$ cat config.mk
export PLATFORM = sky130hd
export DESIGN_NAME = card_detect_debouncer
export DESIGN_NICKNAME = d
export VERILOG_FILES = /design/src/cdd_pkg.sv /design/src/cdd_cfg.sv /design/src/cdd_core.sv /design/src/card_detect_debouncer.sv
export SDC_FILE = /design/constraint.sdc
export NUM_CORES = 1
export LEC_CHECK = 0
export ABC_CLOCK_PERIOD_IN_PS = 4000
export BUFFER_PORTS_ARGS = -buffer_cell sky130_fd_sc_hd__buf_2
export CAP_MARGIN = 30
export CORE_MARGIN = 2
export CORE_UTILIZATION = 55
export DETAILED_ROUTE_END_ITERATION = 16
export PLACE_DENSITY = 0.77
export SKIP_CTS_REPAIR_TIMING = 1
export SYNTH_ARGS = -nofsm -noshare
export SYNTH_HDL_FRONTEND = slang
export SYNTH_SLANG_ARGS = --single-unit
$ cat constraint.sdc
create_clock -name i_clk -period 4 [get_ports i_clk]
set_clock_uncertainty 0.15 [all_clocks]
set_input_delay 1 -clock i_clk [delete_from_list [all_inputs] [get_ports i_clk]]
set_output_delay 1 -clock i_clk [all_outputs]
set_load 0.03 [all_outputs]
$ cat src/cdd_pkg.sv
package cdd_pkg;

    // Timestamps wrap at the width of the now_ms field
    localparam int unsigned TIME_BITS  = 16;
    localparam int unsigned CFG_DATA_W = 16;
    localparam int unsigned CFG_IDX_W  = 2;

    localparam logic [CFG_IDX_W-1:0] REG_POLL_INTERVAL = 2'd0;
    localparam logic [CFG_IDX_W-1:0] REG_DEBOUNCE      = 2'd1;
    localparam logic [CFG_IDX_W-1:0] REG_ACTIVE_LOW    = 2'd2;

    localparam logic [15:0] RESET_POLL_MS     = 16'd10;
    localparam logic [15:0] RESET_DEBOUNCE_MS = 16'd50;
    localparam logic        RESET_ACTIVE_LOW  = 1'b1;

    typedef struct packed {
        logic [TIME_BITS-1:0] now_ms;
        logic                 pin_level;
        logic                 take_inserted;
        logic                 resync;
    } t_in;

    typedef struct packed {
        logic changed;
        logic inserted_taken;
        logic removed_pending_out;
        logic inserted_pending_out;
        logic card_present;
    } t_out;

    typedef struct packed {
        logic [15:0] poll_interval_ms;
        logic [15:0] debounce_ms;
        logic        active_low;
    } t_cfg;

endpackage

$ cat src/cdd_cfg.sv
module cdd_cfg (
    input  logic                             i_clk,
    input  logic                             i_rst_n,
    input  logic                             i_cfg_we,
    input  logic [cdd_pkg::CFG_IDX_W-1:0]    i_cfg_idx,
    input  logic [cdd_pkg::CFG_DATA_W-1:0]   i_cfg_data,
    output cdd_pkg::t_cfg                    o_cfg
);

    cdd_pkg::t_cfg r_cfg;

    always_ff @(posedge i_clk) begin
        if (!i_rst_n) begin
            r_cfg.poll_interval_ms <= cdd_pkg::RESET_POLL_MS;
            r_cfg.debounce_ms      <= cdd_pkg::RESET_DEBOUNCE_MS;
            r_cfg.active_low       <= cdd_pkg::RESET_ACTIVE_LOW;
        end else if (i_cfg_we) begin
            case (i_cfg_idx)
                cdd_pkg::REG_POLL_INTERVAL: r_cfg.poll_interval_ms <= i_cfg_data;
                cdd_pkg::REG_DEBOUNCE:      r_cfg.debounce_ms      <= i_cfg_data;
                cdd_pkg::REG_ACTIVE_LOW:    r_cfg.active_low       <= i_cfg_data[0];
                default: ;
            endcase
        end
    end

    assign o_cfg = r_cfg;

endmodule

$ cat src/cdd_core.sv
module cdd_core (
    input  logic          i_clk,
    input  logic          i_rst_n,
    input  cdd_pkg::t_in  i_item,
    input  cdd_pkg::t_cfg i_cfg,
    input  logic          i_commit,
    output cdd_pkg::t_out o_result
);

    localparam int unsigned TW = cdd_pkg::TIME_BITS;

    logic          r_known,    n_known;
    logic          r_stable,   n_stable;
    logic          r_cand,     n_cand;
    logic          r_ins_pend, n_ins_pend;
    logic          r_rem_pend, n_rem_pend;
    logic [TW-1:0] r_since,    n_since;
    logic [TW-1:0] r_last,     n_last;

    logic          ins;
    logic [TW-1:0] poll_age;
    logic [TW-1:0] cand_age;
    logic          changed;
    logic          taken;

    assign ins      = i_cfg.active_low ? ~i_item.pin_level : i_item.pin_level;
    assign poll_age = i_item.now_ms - r_last;
    assign cand_age = i_item.now_ms - r_since;

    always_comb begin
        n_known    = r_known;
        n_stable   = r_stable;
        n_cand     = r_cand;
        n_ins_pend = r_ins_pend;
        n_rem_pend = r_rem_pend;
        n_since    = r_since;
        n_last     = r_last;
        changed    = 1'b0;
        taken      = 1'b0;

        if (i_item.resync || !r_known) begin
            // capture current level, drop pending events
            n_known    = 1'b1;
            n_stable   = ins;
            n_cand     = ins;
            n_since    = i_item.now_ms;
            n_last     = i_item.now_ms;
            n_ins_pend = 1'b0;
            n_rem_pend = 1'b0;
        end else if ({16'd0, poll_age} >= {{TW{1'b0}}, i_cfg.poll_interval_ms}) begin
            n_last = i_item.now_ms;
            if (ins == r_stable || ins != r_cand) begin
                // restart candidate timer
                n_cand  = ins;
                n_since = i_item.now_ms;
            end else if ({16'd0, cand_age} >= {{TW{1'b0}}, i_cfg.debounce_ms}) begin
                n_ins_pend = ins;
                n_rem_pend = ~ins;
                n_stable   = ins;
                changed    = 1'b1;
            end
        end

        if (i_item.take_inserted && n_ins_pend) begin
            n_ins_pend = 1'b0;
            taken      = 1'b1;
        end
    end

    always_ff @(posedge i_clk) begin
        if (!i_rst_n) begin
            r_known    <= 1'b0;
            r_stable   <= 1'b0;
            r_cand     <= 1'b0;
            r_ins_pend <= 1'b0;
            r_rem_pend <= 1'b0;
            r_since    <= '0;
            r_last     <= '0;
        end else if (i_commit) begin
            r_known    <= n_known;
            r_stable   <= n_stable;
            r_cand     <= n_cand;
            r_ins_pend <= n_ins_pend;
            r_rem_pend <= n_rem_pend;
            r_since    <= n_since;
            r_last     <= n_last;
        end
    end

    assign o_result.changed              = changed;
    assign o_result.inserted_taken       = taken;
    assign o_result.removed_pending_out  = n_rem_pend;
    assign o_result.inserted_pending_out = n_ins_pend;
    assign o_result.card_present         = n_stable;

endmodule

$ cat src/card_detect_debouncer.sv
// Channel   Direction  Handshake               Payload
// poll      in         i_in_valid / o_in_stall  i_in_data  (cdd_pkg::t_in)
// result    out        o_out_valid / i_out_stall o_out_data (cdd_pkg::t_out)
// config    in         i_cfg_we                 i_cfg_idx, i_cfg_data
//
// One poll per cycle sustained while the output does not stall; each poll's result
// passes through the input register, then the result register, and is set by the
// combinational compare-and-update logic between them.
// Reset (synchronous, active low) empties both registers, clears the debounce
// state and loads the register defaults.
// An output stall holds the result register and, once the input register is
// full too, stalls the poll channel.
module card_detect_debouncer (
    input  logic                           i_clk,
    input  logic                           i_rst_n,
    input  logic                           i_in_valid,
    output logic                           o_in_stall,
    input  cdd_pkg::t_in                   i_in_data,
    output logic                           o_out_valid,
    input  logic                           i_out_stall,
    output cdd_pkg::t_out                  o_out_data,
    input  logic                           i_cfg_we,
    input  logic [cdd_pkg::CFG_IDX_W-1:0]  i_cfg_idx,
    input  logic [cdd_pkg::CFG_DATA_W-1:0] i_cfg_data
);

    cdd_pkg::t_cfg cfg;
    cdd_pkg::t_in  r_in;
    logic          r_in_valid;
    cdd_pkg::t_out r_out;
    logic          r_out_valid;
    cdd_pkg::t_out result;
    logic          advance;
    logic          in_xfer;

    assign advance    = r_in_valid && (!r_out_valid || !i_out_stall);
    assign o_in_stall = r_in_valid && !advance;
    assign in_xfer    = i_in_valid && !o_in_stall;

    cdd_cfg u_cfg (
        .i_clk      (i_clk),
        .i_rst_n    (i_rst_n),
        .i_cfg_we   (i_cfg_we),
        .i_cfg_idx  (i_cfg_idx),
        .i_cfg_data (i_cfg_data),
        .o_cfg      (cfg)
    );

    cdd_core u_core (
        .i_clk    (i_clk),
        .i_rst_n  (i_rst_n),
        .i_item   (r_in),
        .i_cfg    (cfg),
        .i_commit (advance),
        .o_result (result)
    );

    always_ff @(posedge i_clk) begin
        if (!i_rst_n) begin
            r_in_valid <= 1'b0;
        end else if (in_xfer) begin
            r_in_valid <= 1'b1;
        end else if (advance) begin
            r_in_valid <= 1'b0;
        end
    end

    always_ff @(posedge i_clk) begin
        if (in_xfer) begin
            r_in <= i_in_data;
        end
    end

    always_ff @(posedge i_clk) begin
        if (!i_rst_n) begin
            r_out_valid <= 1'b0;
        end else if (advance) begin
            r_out_valid <= 1'b1;
        end else if (!i_out_stall) begin
            r_out_valid <= 1'b0;
        end
    end

    always_ff @(posedge i_clk) begin
        if (advance) begin
            r_out <= result;
        end
    end

    assign o_out_valid = r_out_valid;
    assign o_out_data  = r_out;

    a_pend_exclusive: assert property (@(posedge i_clk) disable iff (!i_rst_n)
        o_out_valid |-> !(o_out_data.removed_pending_out && o_out_data.inserted_pending_out))
        else $error("insert and removal both pending");

    a_change_flags: assert property (@(posedge i_clk) disable iff (!i_rst_n)
        (o_out_valid && o_out_data.changed) |->
            (o_out_data.removed_pending_out == !o_out_data.card_present))
        else $error("new stable level without matching event");

    a_take_clears: assert property (@(posedge i_clk) disable iff (!i_rst_n)
        (o_out_valid && o_out_data.inserted_taken) |-> !o_out_data.inserted_pending_out)
        else $error("insert event still pending after take");

    a_stall_full: assert property (@(posedge i_clk) disable iff (!i_rst_n)
        o_in_stall |-> (r_in_valid && r_out_valid && i_out_stall))
        else $error("poll stalled with room in the pipeline");

endmodule
==> impl_metrics.csv, run 1 <==
group,metric,value,unit
clock_network,clock_latency,0.37,ns
floorplanning,row_count,37,
sta,post-route-period-util,108.0,%
power_and_ir_drop,power.switching,0.8222,mW
route,ant_nets,0,
floorplanning,start_util,56.91,%
clock_network,cts_root_buffer,"clkbuf_8",
route,wl,15650,µm
clock_network,path_clk_slew,0.09,ns
sta,setup_ws,-0.3194,ns
layout,final_net_count,877,
clock_network,tritoncts,"yes",
grt,grt_pass1_vias,5038,
setup_path,startpoint_type,"register",
logic_synthesis,synth-seq-cells,96,
route,via_per_inst,5.796,
floorplanning,die_w,107.8,µm
grt,grt_overflow,0,
floorplanning,die_y,107.8,µm
route,first_iter_violations,389,
logic_synthesis,ys_seq_area_share,36.47,%
route,vias,5286,
sta,setup_violations,41,
placement,portBuffers,48,
grt,grt_max_degree,61,
grt,grt_usage,25.86,%
power_and_ir_drop,internal_power,1.677,mW
sta,maxSlewHeadroom,51.96,%
setup_path,critical_path_arrival,4.44,ns
status,outcome,"finished, violations left",
power_and_ir_drop,power.total,2.499,mW
logic_synthesis,synth_nets,788,
power_and_ir_drop,p_leak,2.751,nW
logic_synthesis,synth_cell_types,62,
setup_path,cp.required,4.12,ns
power_and_ir_drop,swShare,32.90,%
layout,antennaDiodeCount,0,
logic_synthesis,ys_warn_count,0,
sta,tightest_slew,0.7206,ns
layout,nFillCells,786,
clock_network,htree_levels,3,
floorplanning,ios,49,
logic_synthesis,synth_top_flop_cell,"dfxtp_1",
power_and_ir_drop,vdd_drop_max,0.2029,mV
placement,gp_congestion,0.9084,
sta,maxSlewViolCount,0,
power_and_ir_drop,power_frac_comb,31.8,%
logic_synthesis,netlist_instances,682,
sta,timing.fmax,231.5,MHz
layout,layout-drive-gt1-share,23.45,%
sta,final.setup.tns,-8.571,ns
logic_synthesis,syn_area_per_cell,8.692,µm²
floorplanning,die_area,0.01163,mm²
power_and_ir_drop,clkPwrFrac,25.2,%
setup_path,crit_type,"register to register",
route,drt_first_pass_iters,7,
grt,grt_pass1_wl,23570,µm
placement,dp.final_hpwl,10870,µm
route,post-route-drc-count,0,
clock_network,numCtsBuffers,9,
setup_path,cp_max_fo,17,
hold_path,min_path_type,"register to register",
route,wl_per_cell,17.16,µm
layout,syn2layout_area_growth,20.75,%
status,violations,"negative setup slack",
sta,min_period,4.319,ns
sta,rsz0062_at_grt,"true",
logic_synthesis,synth-edff-count,24,
floorplanning,core-area,0.01042,mm²
logic_synthesis,async_reset_ff_share,0,%
clock_network,clkSinkCount,96,
clock_network,clock_path_buffers,2,
logic_synthesis,synth_area,0.005928,mm²
job,drv_cap,0,
grt,antenna_found_initial,0,
power_and_ir_drop,pwr-share-seq,43.0,%
sta,hold_viol_final,0,
power_and_ir_drop,p_per_area,349.1,mW/mm²
setup_path,end_kind,"register",
worst max-delay path, cell delays in order (launching register included):
cell       delay (ns)
edfxtp_1         0.46
buf_4            0.18
ha_1             0.34
o21a_1           0.20
o31a_1           0.14
a21boi_2         0.23
a31oi_2          0.14
a41oi_2          0.20
nand2b_1         0.10
xor2_1           0.17
ha_1             0.34
o21a_1           0.15
a2111oi_4        0.37
o31ai_4          0.16
buf_12           0.16
buf_4            0.13
a21o_4           0.27
a21oi_1          0.23
nor3b_1          0.08
cells in the mapped netlist (all sizes together), types with 3 or more instances:
cell type / n / area [µm²]
nand2b: 3 / 18.77
dfxtp: 72 / 1441
buf: 6 / 45.04
nor3b: 3 / 22.52
o211ai: 10 / 75.07
a21o: 3 / 23.77
clkbuf: 22 / 82.58
and4: 3 / 26.28
nand2: 79 / 296.5
inv: 73 / 274.0
a31oi: 5 / 46.29
nand3: 39 / 207.7
nand3b: 3 / 22.52
xor2: 7 / 68.82
nor2: 22 / 82.58
ha: 62 / 775.7
o21ai: 61 / 309.0
xnor2: 18 / 157.7
and3: 3 / 18.77
or3: 4 / 25.02
a21boi: 62 / 465.5
nor3: 8 / 45.04
a211oi: 7 / 52.55
nor2b: 11 / 68.82
nand4: 3 / 18.77
a21oi: 34 / 185.2
edfxtp: 24 / 720.7
o21a: 5 / 37.54
path summary, 6_finish.rpt:
kind / slack [ns] / to / cells past startpoint / from
setup / recovery: -0.32 / u_core.r_cand / 18 / r_in[5]
hold / removal: 0.32 / u_cfg.o_cfg[19] / 2 / u_cfg.o_cfg[19]
hold reg to reg: 0.32 / u_cfg.o_cfg[19] / 2 / u_cfg.o_cfg[19]
setup reg to reg: -0.32 / u_core.r_cand / 18 / r_in[5]
power by group through the flow:
stage               Combinational (mW)  Sequential (mW)  Clock, mW
global placement                 0.633             1.09          0
CTS                              0.674             1.07      0.628
floorplan                        0.458             1.09          0
global route                     0.868             1.08      0.666
detailed placement               0.670             1.09          0
finish                           0.795             1.08      0.629
stage by stage:
stage	setup slack [ns]	hold slack, ns	std cells	utilization (%)	area [µm²]
global placement	-0.2863	0.2977	878	62.88	6550
CTS	-0.4006	0.3221	896	64.97	6768
finish	-0.3194	0.3217	912	68.72	7158
floorplan	0.03144	0.2918	682	-	5934
global route	-0.4567	0.3454	912	68.72	7158
detailed placement	-0.3734	0.3084	880	63.18	6581
sequential cells by signal, indices dropped and copies added (netlist names):
| name | flops |
|---|---|
| u_cfg.o_cfg | 33 |
| r_in | 19 |
| u_core.r_last | 16 |
| u_core.r_since | 16 |
| o_out_data | 5 |
| o_out_valid | 1 |
| r_in_valid | 1 |
| u_core.r_cand | 1 |
| u_core.r_ins_pend | 1 |
| u_core.r_known | 1 |
| u_core.r_rem_pend | 1 |
| u_core.r_stable | 1 |
placed cells by master (no fill, tap or decap), types with 4 or more instances in the layout:
master	synthesis	final
a21oi_1	32	24
a21boi_1	22	26
a21boi_0	40	34
o21ai_2	1	7
o211ai_1	10	10
buf_4	1	48
o21ai_0	59	39
nor3_1	7	7
nand3_1	38	37
a21oi_2	1	9
inv_1	73	71
a211oi_2	0	4
buf_6	2	5
o21a_1	5	5
nand2_1	79	76
clkbuf_8	0	10
ha_1	62	59
nor2b_1	11	8
o21ai_1	1	15
xor2_1	6	6
xnor2_1	18	18
nor2_1	22	22
edfxtp_1	24	24
dfxtp_1	72	72
buf_2	3	48
cell families (layout without fill, tap and decap cells):
kind of cell               Yosys count  after routing  synth area share (%)
AOI/OAI and AO/OA                  204            204                 23.34
DFF                                 96             96                 36.47
buffers and inverters              102            196                 6.838
adders and majority gates           64             64                 13.76
and+or+nand+nor                    188            188                 15.24
xor gates and xnor gates            25             25                 3.820
muxes                                3              3                0.5276
routing by layer:
layer	track usage, %	wire, µm
met1	33.24	6700
met2	44.79	7731
met3	4.177	946
met4	7.326	267
met5	0	0
cell type report:
| class | instances | area [µm²] | area share (%) |
|---|---|---|---|
| timing repair buffer | 106 | 757.0 | 10.58 |
| multi-input combinational | 484 | 3605 | 50.36 |
| tap | 136 | 170.2 | 2.377 |
| clock inverter | 2 | 12.51 | 0.1748 |
| inverter | 74 | 277.8 | 3.880 |
| clock buffer | 14 | 173.9 | 2.430 |
| sequential | 96 | 2162 | 30.20 |
No activity file was read; power rests on OpenSTA's default activity.
==> inputs of run 2 (changes only) <==
Settings changed: ABC_CLOCK_PERIOD_IN_PS 4000 to 4900, CORE_UTILIZATION 55 to 61, PLACE_DENSITY 0.77 to 0.81.
Clock period 4 ns to 4.9 ns, I/O delays scaled along.
==> run 2 against run 1 <==
Against the previous run: the run now ends clean; setup slack improved by 0.59 ns; global-route usage rose by 1.5 points; cell area shrank 9.0%; cell count down 6.3%; total power decreased by 23%; maximum frequency shrank 6.7%; core utilization rose by 1.1 points; via count shrank 4.8%; hold slack gained 0.0012 ns; register-to-register slack better by 0.59 ns; combinational power shrank 35%; non-clock buffer count is 50 lower; largest power group unchanged; highest routed layer unchanged.
==> impl_metrics.csv, run 2 (synthesized netlist as in run 1, its figures left out) <==
group,metric,value,unit
setup_path,cp_max_fo,6,
sta,rsz0062_at_grt,"false",
floorplanning,row_count,35,
route,wl,13780,µm
floorplanning,start_util,63.55,%
route,wl_per_cell,16.11,µm
layout,design_area,0.006513,mm²
grt,grt_usage,27.41,%
floorplanning,core-area,0.009328,mm²
floorplanning,die_w,102.6,µm
sta,final.setup.tns,0,ns
route,post-route-drc-count,0,
clock_network,clock_latency,0.38,ns
floorplanning,die_area,0.01052,mm²
clock_network,tritoncts,"yes",
layout,nFillCells,732,
clock_network,clkSinkCount,96,
clock_network,path_clk_slew,0.11,ns
route,first_iter_violations,268,
job,drv_cap,0,
sta,whs,0.3229,ns
grt,grt_max_degree,40,
sta,tightest_slew,0.9056,ns
grt,grt_pass1_vias,4836,
layout,mostFrequentLayoutCell,"nand2_1",
setup_path,critical_path_arrival,4.62,ns
clock_network,cts_root_buffer,"clkbuf_8",
layout,syn2layout_area_growth,9.857,%
layout,final_cell_mix,"nand2_1 (79), inv_1 (73), dfxtp_1 (72)",
floorplanning,ios,49,
grt,grt_overflow,0,
sta,setup_violations,0,
placement,dp.final_hpwl,10290,µm
setup_path,path_cells,"ha_1 -> nor2b_1 -> o21a_1 -> o21ai_0 -> a211oi_1 -> o21ai_0 -> nand3_1 -> o311ai_0 -> ha_1 -> a2111oi_0 -> o21ai_0 -> a21oi_1 -> o211ai_1 -> a31oi_1 -> mux2_2",
sta,maxSlewHeadroom,39.51,%
setup_path,r2r_start,"r_in[4]",
setup_path,r2r_slack,0.27,ns
setup_path,cp.required,4.89,ns
layout,fin_util,69.82,%
clock_network,htree_levels,3,
layout,largest_reg_flops,33,
clock_network,numCtsBuffers,9,
sta,maxSlewViolCount,0,
status,outcome,"complete, no violations",
power_and_ir_drop,p_leak,2.477,nW
layout,multiInputGateArea,0.003366,mm²
setup_path,startpoint_type,"register",
layout,regArea,0.002162,mm²
grt,grt_pass1_wl,22490,µm
setup_path,rr_worst_depth,15,
placement,placed_cell_area,0.006269,mm²
route,drt_first_pass_iters,7,
power_and_ir_drop,vdd_drop_max,0.2017,mV
placement,gp_congestion,0.9213,
sta,timing.fmax,216.1,MHz
setup_path,end_kind,"register",
route,via_per_inst,5.883,
clock_network,clock_path_buffers,2,
setup_path,r2r-end,"o_out_data[0]",
sta,min_period,4.628,ns
hold_path,min_path_type,"register to register",
layout,antennaDiodeCount,0,
power_and_ir_drop,p_per_area,295.3,mW/mm²
hold_path,hold-path-cell-count,2,
route,vias,5030,
floorplanning,die_y,102.6,µm
grt,antenna_found_initial,0,
hold_path,min_to,"u_cfg.o_cfg[11]",
setup_path,worst_path_largest_cell_delay,0.53,ns
sta,post-route-period-util,94.45,%
setup_path,cpMostUsedCell,"o21ai_0",
setup_path,cp_slowest_cell,"edfxtp_1",
placement,portBuffers,48,
layout,final_net_count,827,
route,ant_nets,0,
hold_path,min-delay-start,"u_cfg.o_cfg[11]",
layout,layout-drive-gt1-share,12.53,%
sta,hold_viol_final,0,
setup_path,crit_type,"register to register",
[run 2: worst max path at each step]
| stage | slack (ns) | depth (start not counted) | start | to |
|---|---|---|---|---|
| final | 0.27 | 15 | r_in[4] | o_out_data[0] |
| after floorplan | 0.87 | 17 | r_in[3] | o_out_data[0] |
| after detailed placement | 0.36 | 14 | r_in[4] | o_out_data[0] |
| after global placement | 0.45 | 14 | r_in[4] | o_out_data[0] |
| after CTS | 0.32 | 14 | r_in[4] | o_out_data[0] |
| after global routing | 0.04 | 18 | r_in[3] | u_core.r_since[1] |
[run 2: where the power goes]
group / total, mW / switching [mW] / internal [mW] / leakage, nW
Combinational: 0.516 / 0.306 / 0.211 / 1.56
Clock: 0.530 / 0.329 / 0.201 / 0.0970
Sequential: 0.877 / 0.0265 / 0.851 / 0.819
Total: 1.92 / 0.661 / 1.26 / 2.48
[run 2: worst max-delay path: cells and delay by family (launching register included)]
family                   cells  cell delay, ns
AO/OA/AOI/OAI               10            2.41
adder cells (fa/ha/maj)      2            0.68
flip-flops                   1            0.53
multiplexers                 1            0.37
AND/OR/NAND/NOR              2            0.24
[run 2: metrics by stage]
stage	instances	setup slack (ns)	total power, mW
6_report	855	0.2721	1.923
2_1_floorplan	682	0.8716	1.264
4_1_cts	852	0.3192	1.916
3_3_place_gp	834	0.4474	1.365
5_1_grt	855	0.04004	2.018
3_5_place_dp	836	0.3558	1.394
[run 2: final cells by class]
class                           count  share of cell area (%)
Multi-Input combinational cell    484                   51.68
Sequential cell                    96                   33.20
Timing Repair Buffer               56                   5.360
Inverter                           74                   4.265
Tap cell                          129                   2.478
Clock buffer                        9                   1.902
Clock inverter                      7                   1.114
[run 2: layer usage]
layer,vias to the layer above,wire length [µm],track usage (%)
li1,2464,-,-
met1,2388,6054,34.22
met2,139,6616,47.06
met3,39,601,3.458
met4,0,502,13.13
met5,-,0,0
